## src/rtl/kci_ram.sv

```systemverilog
module kci_ram #(
	parameter int WIDTH = 35,
	parameter int DEPTH = 32
) (
	input  logic                     clk,
	input  logic                     we,
	input  logic [$clog2(DEPTH)-1:0] waddr,
	input  logic [WIDTH-1:0]         wdata,
	input  logic [$clog2(DEPTH)-1:0] raddr,
	output logic [WIDTH-1:0]         rdata
);

	logic [WIDTH-1:0] mem [DEPTH];

	always_ff @(posedge clk) begin
		if (we) begin
			mem[waddr] <= wdata;
		end
		rdata <= mem[raddr];
	end

endmodule

```

## config.mk

```make
export PLATFORM = sky130hd
export DESIGN_NAME = kci_ram
export DESIGN_NICKNAME = d
export VERILOG_FILES = /design/src/rtl/kci_ram.sv
export SDC_FILE = /design/constraint.sdc
export NUM_CORES = 1
export LEC_CHECK = 0
export ABC_AREA = 1
export ABC_CLOCK_PERIOD_IN_PS = 3000
export BUFFER_PORTS_ARGS = -buffer_cell sky130_fd_sc_hd__buf_2
export CAP_MARGIN = 0
export CORE_UTILIZATION = 60
export CTS_CLUSTER_DIAMETER = 200
export CTS_CLUSTER_SIZE = 30
export DETAILED_ROUTE_END_ITERATION = 10
export PLACE_DENSITY = 0.75
export SKIP_LAST_GASP = 1
export SYNTH_ARGS = -nofsm -noshare
export SYNTH_HDL_FRONTEND = slang
export SYNTH_SLANG_ARGS = --single-unit
```

## constraint.sdc

```tcl
create_clock -name clk -period 3 [get_ports clk]
set_input_delay 0.3 -clock clk [delete_from_list [all_inputs] [get_ports clk]]
set_output_delay 0.3 -clock clk [all_outputs]
set_load 0.02 [all_outputs]
```

==> impl_metrics.toml <==
[timing]
report.final.setup_viol = 0
max_slew.worst_pin.slew_ns = 0.830
relSlewSlack = 0.447
period_minus_slack_ns = 1.65
rsz0062_at_grt = "no"
drv_slew = 0
fin_skew_ns = 0.0205
tns_ns = 0
hold_viol = 0
period_share = 0.549
fmax_mhz = 607
final.setup.worst_slack_ns = 1.35

[logic_synthesis]
synthesis.area_sq_mm = 0.0459
synth-seq-cells = 1155
synth_fp_nets = 3909
ys_warn_count = 0
syn_area_per_cell_sq_um = 11.9
netlist_instances = 3862
seq_area_frac_synth = 0.749
synth.distinct_cells = 13

[setup_path]
endpoint_kind = "output pin"
crit_start = "rdata[32]$_DFF_P_"
r2r_slack_ns = 1.76
cp.arrival_ns = 1.35
critical-path-slowest-cell = "dfxtp_1"
path_depth = 1
critical_path.cell_chain = "buf_2"
endpoint = "rdata[32]"
timing.rr.end = "rdata[1]$_DFF_P_"
path_delay_family = "flip-flops"
r2r_cells = 8
crit_buf_inv = 1
worstPathRequired_ns = 2.70
rr_startpoint = "mem[17][1]$_DFFE_PP_"
worst_path_largest_cell_delay_ns = 0.49
cp_max_fo = 1
setup.worst_path.start_class = "flip-flop"
crit_type = "reg -> out"

[finish]
filler_cell_count = 5577
fin_util = 0.646
num-nets-final = 3892
final_cell_mix = "1,575 x nand2_1, 1,120 x edfxtp_1, 852 x nand3_1, 77 x buf_2, 62 x buf_4"
layout-drive-gt1-share = 0.0665
final_common_cell = "nand2_1"
layout.cells.non_filler = 4857
syn2layout_area_growth_pct = 6.78

[floorplanning]
dieWidth_um = 278
rows = 101
core-area_sq_mm = 0.0758
initial_core_util = 0.605
die_h_um = 278
die_area_sq_mm = 0.0775
io_pins = 82

[global_route]
grt_pass1_wl_um = 172000
grt_overflow_total = 0
grt.total_usage = 0.301
antenna_found_initial = 8
grt_pass1_vias = 27900
grt_max_degree = 138

[run]
drv_cap = 0

[route]
dr.pass1.iters = 6
viasPerCell = 6.12
routedWlPerCell_um = 24.1
vias = 29700
drt_iter0_markers = 3833
ant_nets = 0
drc = 0
finalWirelength_um = 117000

[clock_tree]
cts_max_path_buffers = 3
clock-root-buffer = "clkbuf_16"
cts_setup_buffers = 0
cts_resized = 0
clock_latency_ns = 0.64
cts_buffers = 44
clk_pin_slew_ns = 0.11
ctsHoldBuffers = 0
tritoncts = "built"
htree_num_levels = 2
clock_sinks = 1155

[worst_hold_path]
hp-class = "in -> reg"

[power_and_ir_drop]
powerDensity_mw_per_mm2 = 563
total_power_w = 0.0276
internal_power_w = 0.0213
switching_power_w = 0.00622
swShare = 0.226
p_comb_frac = 0.074
p_seq_frac = 0.653
p_clk_frac = 0.272
peakVddDrop_uv = 573
power.leakage_nw = 17.7

[outcome]
status = "completed"

[place]
dp_slack_ns = 0.834
placed_cells = 4777
dp_hpwl_um = 59000
port_buffers = 81
gp_congestion = 0.792
-- flip-flops by register name, indices dropped and copies added, names as in the netlist --
| signal | count |
|---|---|
| rdata | 35 |
| mem | 1120 |
-- synth_stat cells, drive strengths merged --
library cell	number	area share
buf	191	0.022
clkbuf	47	0.0038
nand3	852	0.093
dfxtp	35	0.015
edfxtp	1120	0.73
inv	8	0.00065
nor2	32	0.0026
clkinv	2	0.00016
nand2	1575	0.13
-- stage by stage --
step	hold WS, ns	instance area (sq um)
2_1_floorplan	0.399	45900
3_3_place_gp	0.718	47700
3_5_place_dp	0.716	47700
4_1_cts	0.0626	49000
5_1_grt	0.0927	49000
6_report	0.0912	49000
-- routing by layer --
| metal | global-route usage | part of all wire | up-vias |
|---|---|---|---|
| met1 | 0.428 | 0.39 | 14400 |
| met3 | 0.0433 | 0.11 | 200 |
| li1 | - | - | 13300 |
| met5 | 0 | 0.00022 | - |
| met2 | 0.490 | 0.48 | 1766 |
| met4 | 0.0897 | 0.026 | 4 |
-- logic make-up (layout without fill, tap and decap cells) --
family,after synthesis,after routing,synth area share
other,0,2,0
DFF,1155,1155,0.749
and+or+nand+nor,2459,2459,0.225
buffers and inverters,248,263,0.0269
-- final cells by class --
class | count | area (sq um) | area share
Antenna cell | 2 | 5.00 | 0.000102
Clock buffer | 77 | 1250 | 0.0254
Clock inverter | 1 | 16.3 | 0.000332
Inverter | 10 | 58.8 | 0.00120
Multi-Input combinational cell | 2459 | 10500 | 0.215
Sequential cell | 1155 | 34300 | 0.701
Tap cell | 978 | 1220 | 0.0250
Timing Repair Buffer | 175 | 1550 | 0.0317
-- worst min path at each step --
stage,slack [ns],cells after the start,to,startpoint
after floorplan,0.40,0,mem[0][0]$_DFFE_PP_,wdata[0]
after global placement,0.72,1,rdata[4],rdata[4]$_DFF_P_
after detailed placement,0.72,1,rdata[4],rdata[4]$_DFF_P_
after CTS,0.06,4,rdata[5]$_DFF_P_,raddr[4]
after global routing,0.09,4,rdata[7]$_DFF_P_,raddr[4]
final,0.09,4,rdata[5]$_DFF_P_,raddr[4]
-- power by group through the flow --
stage	combinational (W)	clock, W	sequential [W]
6_report	0.00204	0.00751	0.0180
5_1_grt	0.00223	0.00804	0.0180
4_1_cts	0.00202	0.00754	0.0180
3_5_place_dp	0.00201	0	0.0184
3_3_place_gp	0.00197	0	0.0184
2_1_floorplan	0.00115	0	0.0184
Power figures use the tool's default switching activity.
