==> config.mk <==
export PLATFORM = sky130hd
export DESIGN_NAME = kci_div
export DESIGN_NICKNAME = d
export VERILOG_FILES = /design/src/rtl/kci_div.sv
export SDC_FILE = /design/constraint.sdc
export NUM_CORES = 1
export LEC_CHECK = 0
export BUFFER_PORTS_ARGS = -buffer_cell sky130_fd_sc_hd__buf_2
export CELL_PAD_IN_SITES_DETAIL_PLACEMENT = 0
export CELL_PAD_IN_SITES_GLOBAL_PLACEMENT = 1
export CORE_ASPECT_RATIO = 0.5
export CORE_MARGIN = 2
export CORE_UTILIZATION = 45
export DETAILED_ROUTE_END_ITERATION = 6
export GPL_TIMING_DRIVEN = 0
export HOLD_SLACK_MARGIN = 0.02
export PLACE_DENSITY_LB_ADDON = 0.1
export SYNTH_ARGS = -nofsm -noshare
export SYNTH_HDL_FRONTEND = slang
export SYNTH_SLANG_ARGS = --single-unit
==> constraint.sdc <==
create_clock -name clk -period 6.2 [get_ports clk]
set_input_delay 1.55 -clock clk [delete_from_list [all_inputs] [get_ports clk]]
set_output_delay 1.55 -clock clk [all_outputs]
set_load 0.005 [all_outputs]
==> src/rtl/kci_div.sv <==
module kci_div #(
	parameter int DW = 37,
	parameter int QW = 17
) (
	input  logic          clk,
	input  logic          arst_n,
	input  logic          go,
	input  logic [DW-1:0] num,
	input  logic [DW-1:0] den,
	output logic          done,
	output logic [QW-1:0] quot
);

	localparam int BW = $clog2(QW);

	logic [DW-1:0] rem_q;
	logic [DW-1:0] den_q;
	logic [QW-1:0] quot_q;
	logic [BW-1:0] bit_q;
	logic          run_q;
	logic          done_q;
	logic [DW-1:0] trial;
	logic          ge;

	assign trial = den_q << bit_q;
	assign ge    = rem_q >= trial;

	always_ff @(posedge clk or negedge arst_n) begin
		if (!arst_n) begin
			run_q  <= 1'b0;
			done_q <= 1'b0;
		end else begin
			done_q <= 1'b0;
			if (go) begin
				run_q <= 1'b1;
			end else if (run_q && bit_q == '0) begin
				run_q  <= 1'b0;
				done_q <= 1'b1;
			end
		end
	end

	always_ff @(posedge clk) begin
		if (go) begin
			rem_q  <= num;
			den_q  <= den;
			bit_q  <= BW'(QW - 1);
			quot_q <= '0;
		end else if (run_q) begin
			quot_q <= {quot_q[QW-2:0], ge};
			if (ge) begin
				rem_q <= rem_q - trial;
			end
			bit_q <= bit_q - 1'b1;
		end
	end

	assign done = done_q;
	assign quot = quot_q;

endmodule

==> metrics.yaml, run 1 <==
min_period_over_period_pct: 90.2
die_x_um: 188
synth.top_cell.area_share_pct: 29.2
grt_setup_unrepaired: "false"
fmax_mhz: 179
synth-async-reset-ratio_pct: 2.04
fillers: 1618
arrival_ns: 5.64
grt_pass1_vias: 6406
fin_area_um2: 8680
core_um2: 16500
clock_path_buffers: 2
clock-sinks: 98
die_height_um: 96.0
numCtsBuffers: 9
dp_hpwl_um: 18300
worst_slew_pin_slew_ns: 0.884
grt_overflow: 0
worstSetupEndpointType: "register"
place_area_um2: 8390
drive_above_1_share_pct: 16.3
netlist_area_um2: 7610
synth-simple-area-share_pct: 17.9
synth_largest_area_cell: "edfxtp_1"
grt_max_degree: 39
final_nets: 1083
fin_crit_ns: 5.59
track_usage_pct: 26.4
io_pins: 95
antenna_found_initial: 0
avgRoutedWirePerCell_um: 19.4
holdBufCountCts: 0
vias: 6919
max_slew_margin_pct: 41.1
final_util_pct: 52.7
floorplan.initialDensity_pct: 46.2
cts.clk_slew.worst_paths_ns: 0.07
drc: 0
synth_xor_area_share_pct: 2.88
synth_top_family_by_area: "compound AO/OA/AOI/OAI gates"
grtUsageMet1_pct: 40.2
met2_usage_pct: 38.2
cts_tree: "built"
maxSlewViolCount: 0
hold_violations: 0
row_count: 33
synth-seq-cells: 98
synthMuxAreaShare_pct: 12.5
fin_setup_tns_ns: 0
cts_root_buf: "clkbuf_16"
syn_inst: 861
status: "finished, final reports clean"
syn_to_final_growth_pct: 14.0
skew_ns: 0.0112
num_antenna_cells: 0
crit_path_start_kind: "register"
port_buffers: 94
ys_warn_count: 0
rrSetupSlack_ns: 0.61
critical_path_class: "reg -> reg"
cp_data_required_time_ns: 6.25
use_met3_pct: 6.12
post-cts-setup-buffer-count: 0
setup_viol: 0
synth-main-ff-cell: "edfxtp_1"
synth_area_leaders: "edfxtp_1 29%, nand2_1 7.1%, ha_1 6.2%"
ant_nets: 0
grt_pass1_wl_um: 35800
dieArea_um2: 18000
drt-vias-per-instance: 5.77
busiest_layer: "met1"
cts_repair_resize_count: 0
drt_iter0_markers: 573
drv_cap: 0
drt-total-wl_um: 23200
htreeDepth: 3
worstPathMaxFanout: 34
hp-class: "reg -> reg"
gp_congestion: 0.898
clk_latency_ns: 0.36
synthAdderAreaFrac_pct: 6.51
synth_edf_count: 74
syn_avg_cell_area_um2: 8.84
dr.pass1.iters: 5
syn_nets: 977
synth_seq_area_share_pct: 35.6
ys_types: 67
synth-compound-area-share_pct: 20.3
==> path summary, 6_finish.rpt <==
check / from / end / cells past startpoint
min in group asynchronous: arst_n / done / 1
max reg2reg: bit_q[0] / rem_q[13] / 17
min reg2reg: quot[16] / quot[16] / 2
max in group asynchronous: arst_n / run_q / 1
max: bit_q[0] / rem_q[13] / 17
min: quot[16] / quot[16] / 2
==> sequential cells by signal, indices dropped and copies added, names as in the netlist <==
signal and flops:
quot 17, den_q 37, run_q 1, bit_q 5, rem_q 37, done 1
==> cells in the mapped netlist, types with 9 or more instances <==
master    number
mux2_2         9
a21oi_1       59
a31oi_1       17
nor2b_1        9
xnor2_1       15
o21ai_0       59
edfxtp_1      74
nand3_1       18
dfxtp_1       22
nor2_1        71
a21o_1        20
nor3_1        21
a211oi_1      19
inv_1         14
ha_1          38
nand2_1      144
mux4_2        17
mux2i_1       47
clkbuf_1      45
xor2_1        10
==> per-layer routing <==
layer	up-vias	share of wire (%)
met4	0	0.59
met2	220	40
li1	3396	-
met3	13	7.4
met5	-	0
met1	3290	52
==> layout make-up <==
type	instances	area [µm²]	area share [%]
plain buffers	63	264	3.04
clock buffers	9	225	2.60
clock inverters	7	65.1	0.750
inverters	15	56.3	0.649
multi-input cells	685	4580	52.8
flip-flops and latches	98	2710	31.3
well taps	227	284	3.27
repair buffers	95	490	5.65
==> kinds of logic after synthesis <==
logic type               count (synthesis)
buffers and inverters                   78
flip-flops                              98
adder cells (fa/ha/maj)                 39
multiplexers                            73
AND/OR/NAND/NOR                        308
AO/OA/AOI/OAI                          240
XOR/XNOR                                25
==> worst max-delay path, cell delays in order (launching register included) <==
cell      delay [ns]
dfxtp_1         0.31
clkbuf_1        0.34
buf_2           0.34
clkbuf_1        0.40
nand3_1         0.11
o21ai_0         0.28
mux2i_1         0.34
a21oi_1         0.36
a21oi_1         0.16
ha_1            0.30
clkbuf_1        0.33
nand3_1         0.29
or3_1           0.49
nor3_1          0.38
nand3_1         0.25
nand2_1         0.14
a311o_2         0.19
buf_12          0.24
==> metrics by stage <==
| step | cells | hold WS [ns] | setup WS [ns] |
|---|---|---|---|
| finish | 1199 | 0.504 | 0.608 |
| global route | 1199 | 0.554 | 0.319 |
| CTS | 1199 | 0.509 | 0.652 |
| detailed placement | 1183 | 0.477 | 0.663 |
| global placement | 1182 | 0.472 | -0.524 |
| floorplan | 861 | 0.485 | 1.45 |
==> cell usage in the layout (no fill, tap or decap), types with 18 or more instances in the layout <==
cell type | synthesis | routed
buf_2 | 7 | 101
nand2_1 | 144 | 144
edfxtp_1 | 74 | 74
mux2i_1 | 47 | 47
a21oi_1 | 59 | 59
nand3_1 | 18 | 18
nor2_1 | 71 | 71
ha_1 | 38 | 38
nor3_1 | 21 | 21
dfxtp_1 | 22 | 22
a21o_1 | 20 | 20
a211oi_1 | 19 | 19
clkbuf_1 | 45 | 45
o21ai_0 | 59 | 59
Power of run 1 is left out: the tool's default activity adds up to more than one toggle a clock period on the data nets, which glitch-free logic cannot reach.
==> run 2: changes to the inputs <==
--- a/config.mk
+++ b/config.mk
@@ -11,6 +11,7 @@
 export CORE_ASPECT_RATIO = 0.5
 export CORE_MARGIN = 2
 export CORE_UTILIZATION = 45
+export CTS_BUF_LIST = sky130_fd_sc_hd__clkbuf_4 sky130_fd_sc_hd__clkbuf_8
 export DETAILED_ROUTE_END_ITERATION = 6
 export GPL_TIMING_DRIVEN = 0
 export HOLD_SLACK_MARGIN = 0.02
==> metrics.yaml, run 2 (synthesized netlist as in run 1, its figures left out) <==
status: "finished, final reports clean"  # unchanged
met2_usage_pct: 38.0  # was 38.2%
r2r-start: "bit_q[1]"  # was bit_q[0]
cts.clk_slew.worst_paths_ns: 0.10  # was 0.07 ns
fillers: 1634  # was 1618
dr.pass1.iters: 5  # unchanged
drt-vias-per-instance: 5.74  # was 5.77
max_slew_margin_pct: 40.4  # was 41.1%
clk_latency_ns: 0.40  # was 0.36 ns
ant_nets: 0  # unchanged
maxSlewViolCount: 0  # unchanged
grt_overflow: 0  # unchanged
die_x_um: 188  # unchanged
multi_input_area_um2: 4580  # unchanged
htreeDepth: 3  # unchanged
grt_max_degree: 39  # unchanged
numCtsBuffers: 9  # unchanged
io_pins: 95  # unchanged
grt_pass1_vias: 6391  # was 6406
track_usage_pct: 26.4  # about the same
drv_cap: 0  # unchanged
critical_path_class: "reg -> reg"  # unchanged
fin_setup_tns_ns: 0  # unchanged
port_buffers: 94  # unchanged
r2r_end: "rem_q[10]"  # was rem_q[13]
hold_violations: 0  # unchanged
drc: 0  # unchanged
antenna_found_initial: 0  # unchanged
core_um2: 16500  # unchanged
final_nets: 1083  # unchanged
worstPathMaxFanout: 34  # unchanged
clock-sinks: 98  # unchanged
min_period_over_period_pct: 90.3  # was 90.2%
layout_commonest_cell: "nand2_1"  # unchanged
cp_data_required_time_ns: 6.35  # was 6.25 ns
worstSetupEndpointType: "register"  # unchanged
setup_slack_ns: 0.601  # was 0.608 ns
layout_common_cells: "144 x nand2_1, 101 x buf_2, 74 x edfxtp_1, 71 x nor2_1"  # unchanged
dp_hpwl_um: 18300  # unchanged
post-cts-setup-buffer-count: 0  # unchanged
gp_congestion: 0.898  # unchanged
arrival_ns: 5.75  # was 5.64 ns
drive_above_1_share_pct: 16.3  # unchanged
busiest_layer: "met1"  # unchanged
drt-total-wl_um: 23100  # was 23200 µm
num_antenna_cells: 0  # unchanged
place_ws_ns: 0.663  # unchanged
grt_setup_unrepaired: "false"  # unchanged
crit_path_start_kind: "register"  # unchanged
holdBufCountCts: 0  # unchanged
dieArea_um2: 18000  # unchanged
hold_end: "quot[16]"  # unchanged
vias: 6882  # was 6919
avgRoutedWirePerCell_um: 19.3  # was 19.4 µm
clock_path_buffers: 2  # unchanged
cts_tree: "built"  # unchanged
min_path_cells: 2  # unchanged
fmax_mhz: 179  # about the same
rrSetupSlack_ns: 0.60  # was 0.61 ns
use_met3_pct: 6.12  # unchanged
hp-start: "quot[16]"  # unchanged
row_count: 33  # unchanged
worst_slew_pin_slew_ns: 0.895  # was 0.884 ns
die_height_um: 96.0  # unchanged
setup_viol: 0  # unchanged
syn_to_final_growth_pct: 12.7  # was 14.0%
grtUsageMet1_pct: 40.4  # was 40.2%
worstRegToRegCells: 19  # was 17
skew_ns: 0.0181  # was 0.0112 ns
whs_ns: 0.512  # was 0.504 ns
regArea_um2: 2710  # unchanged
cts_root_buf: "clkbuf_8"  # was clkbuf_16
fin_crit_ns: 5.60  # was 5.59 ns
cts_repair_resize_count: 0  # unchanged
hp-class: "reg -> reg"  # unchanged
floorplan.initialDensity_pct: 46.2  # unchanged
drt_iter0_markers: 610  # was 573
grt_pass1_wl_um: 35800  # about the same
==> run 2: cell counts in the layout (fill, tap and decap cells not counted) <==
No cell type changed its count.
==> run 2: stage by stage <==
step	area, µm²	std cells	util (%)
finish	8570	1199	52.0
global route	8570	1199	52.0
CTS	8570	1199	52.0
detailed placement	8390	1183	50.9
global placement	8360	1182	50.8
floorplan	7610	861	-
==> run 2: routing by layer <==
layer  vias to the layer above  share of wire (%)
li1                       3396                  -
met3                        16                7.3
met1                      3262                 52
met2                       208                 40
met5                         -                  0
met4                         0               0.66
==> run 2: worst max path at each step <==
stage | start | to | slack [ns] | depth (start not counted)
3_5_place_dp | bit_q[0] | rem_q[11] | 0.66 | 17
3_3_place_gp | bit_q[0] | rem_q[11] | -0.52 | 16
4_1_cts | bit_q[0] | rem_q[13] | 0.65 | 17
5_1_grt | bit_q[1] | rem_q[13] | 0.31 | 19
6_report | bit_q[1] | rem_q[10] | 0.60 | 19
2_1_floorplan | bit_q[0] | rem_q[0] | 1.45 | 14
==> run 2: layout make-up <==
type	count	share of cell area (%)
sequential	98	31.6
clock buffer	9	1.44
clock inverter	7	0.759
tap	227	3.31
inverter	15	0.657
buffer	63	3.08
multi-input combinational	685	53.4
timing repair buffer	95	5.72
==> run 2: critical path, stage by stage, from the launching register on <==
cell and delay, ns:
dfxtp_1 0.32, buf_2 0.22, buf_2 0.27, buf_1 0.43, mux4_2 0.41, nand2_1 0.09
nand2_1 0.08, o21ai_0 0.31, nor2_1 0.07, a21oi_1 0.33, ha_1 0.31, clkbuf_1 0.22
a21oi_1 0.24, o21bai_1 0.20, a22oi_1 0.29, nand3_1 0.12, o211a_1 0.33, or3_1 0.41
a311o_2 0.45, buf_12 0.20
Power of run 2 is left out for the same reason.
==> run 3: changes to the inputs <==
--- a/config.mk
+++ b/config.mk
@@ -10,7 +10,7 @@
 export CELL_PAD_IN_SITES_GLOBAL_PLACEMENT = 1
 export CORE_ASPECT_RATIO = 0.5
 export CORE_MARGIN = 2
-export CORE_UTILIZATION = 45
+export CORE_UTILIZATION = 40
 export CTS_BUF_LIST = sky130_fd_sc_hd__clkbuf_4 sky130_fd_sc_hd__clkbuf_8
 export DETAILED_ROUTE_END_ITERATION = 6
 export GPL_TIMING_DRIVEN = 0
==> metrics.yaml, run 3 (synthesized netlist as in run 1, its figures left out) <==
clk_latency_ns: 0.40  # about the same
cts.clk_slew.worst_paths_ns: 0.10  # about the same
avgRoutedWirePerCell_um: 19.7  # was 19.3 µm
hold_violations: 0  # unchanged
arrival_ns: 5.73  # was 5.75 ns
floorplan.initialDensity_pct: 41.1  # was 46.2%
status: "finished, final reports clean"  # unchanged
numCtsBuffers: 9  # unchanged
gp_congestion: 0.924  # was 0.898
max_slew_margin_pct: 37.8  # was 40.4%
worst_slew_pin_slew_ns: 0.933  # was 0.895 ns
clock_path_buffers: 2  # unchanged
drv_cap: 0  # unchanged
cts_repair_resize_count: 0  # unchanged
fmax_mhz: 179  # about the same
vias: 7001  # was 6882
place_area_um2: 8430  # was 8390 µm²
layout_common_cells: "144 x nand2_1, 101 x buf_2, 74 x edfxtp_1, 71 x nor2_1"  # unchanged
die_height_um: 102  # was 96.0 µm
dr.pass1.iters: 6  # was 5
drt_iter0_markers: 718  # was 610
fin_area_um2: 8610  # was 8570 µm²
min_path_cells: 2  # unchanged
startpoint: "bit_q[1]"  # unchanged
cts_root_buf: "clkbuf_8"  # unchanged
drt-vias-per-instance: 5.69  # was 5.74
crit_path_start_kind: "register"  # unchanged
hp-start: "quot[12]"  # was quot[16]
antenna_found_initial: 0  # unchanged
drc: 0  # unchanged
worstPathMaxFanout: 34  # unchanged
worstRegToRegCells: 19  # unchanged
io_pins: 95  # unchanged
grt_overflow: 0  # unchanged
maxSlewViolCount: 0  # unchanged
fin_crit_ns: 5.60  # about the same
cts_tree: "built"  # unchanged
clock-sinks: 98  # unchanged
htreeDepth: 3  # unchanged
grt_max_degree: 39  # unchanged
skew_ns: 0.0240  # was 0.0181 ns
holdBufCountCts: 0  # unchanged
port_buffers: 94  # unchanged
r2r-start: "bit_q[1]"  # unchanged
drive_above_1_share_pct: 16.3  # unchanged
syn_to_final_growth_pct: 13.1  # was 12.7%
ant_nets: 0  # unchanged
cp_data_required_time_ns: 6.34  # was 6.35 ns
regArea_um2: 2710  # unchanged
final_nets: 1083  # unchanged
track_usage_pct: 24.7  # was 26.4%
hp-class: "reg -> reg"  # unchanged
fillers: 1832  # was 1634
post-cts-setup-buffer-count: 0  # unchanged
setup_viol: 0  # unchanged
num_antenna_cells: 0  # unchanged
grt_setup_unrepaired: "false"  # unchanged
core_um2: 18500  # was 16500 µm²
row_count: 35  # was 33
die_x_um: 199  # was 188 µm
grt_pass1_wl_um: 37300  # was 35800 µm
dp_hpwl_um: 19000  # was 18300 µm
worstSetupEndpointType: "register"  # unchanged
min_period_over_period_pct: 90.2  # was 90.3%
dieArea_um2: 20200  # was 18000 µm²
grt_pass1_vias: 6537  # was 6391
layout_commonest_cell: "nand2_1"  # unchanged
critical_path_class: "reg -> reg"  # unchanged
drt-total-wl_um: 24200  # was 23100 µm
multi_input_area_um2: 4580  # unchanged
## run 3: worst paths after layout
check | end | slack [ns]
max in group asynchronous | run_q | 5.18
min | quot[12] | 0.53
min in group asynchronous | done | 0.92
min reg2reg | quot[12] | 0.53
max reg2reg | rem_q[11] | 0.60
max | rem_q[11] | 0.60
## run 3: critical path, stage by stage (launching register included)
cell and delay (ns):
dfxtp_1 0.33, buf_2 0.23, buf_2 0.28, buf_1 0.44, mux4_2 0.41, nand2_1 0.08, nand2_1 0.08, o21ai_0 0.28
nor2_1 0.07, a21oi_1 0.33, ha_1 0.30, clkbuf_1 0.23, a21oi_1 0.28, o21bai_1 0.20, a22oi_1 0.29, nand3_1 0.11
o211a_1 0.32, or3_1 0.40, a311o_2 0.45, buf_12 0.21
## run 3: through the flow
step	setup slack (ns)	instances	TNS (ns)	hold WS, ns	util (%)
6_report	0.605	1231	0	0.528	46.5
5_1_grt	0.176	1231	0	0.566	46.5
3_3_place_gp	-0.461	1214	-16.92	0.474	45.4
2_1_floorplan	1.45	861	0	0.485	-
3_5_place_dp	0.714	1215	0	0.514	45.5
4_1_cts	0.679	1231	0	0.539	46.5
## run 3: cell type report
cell class                 count  area share, %
buffer                        63           3.07
clock buffer                  10           1.53
clock inverter                 6          0.567
inverter                      15          0.654
multi-input combinational    685           53.2
sequential                    98           31.5
tap                          259           3.77
timing repair buffer          95           5.70
## run 3: layer usage
layer / vias up / routed length, µm / part of all wire (%) / GRT usage [%]
li1: 3400 / - / - / -
met1: 3354 / 12600 / 52 / 38.5
met2: 228 / 9650 / 40 / 35.0
met3: 19 / 1710 / 7.1 / 5.13
met4: 0 / 229 / 0.95 / 4.25
met5: - / 0 / 0 / 0
Power of run 3 is left out for the same reason.
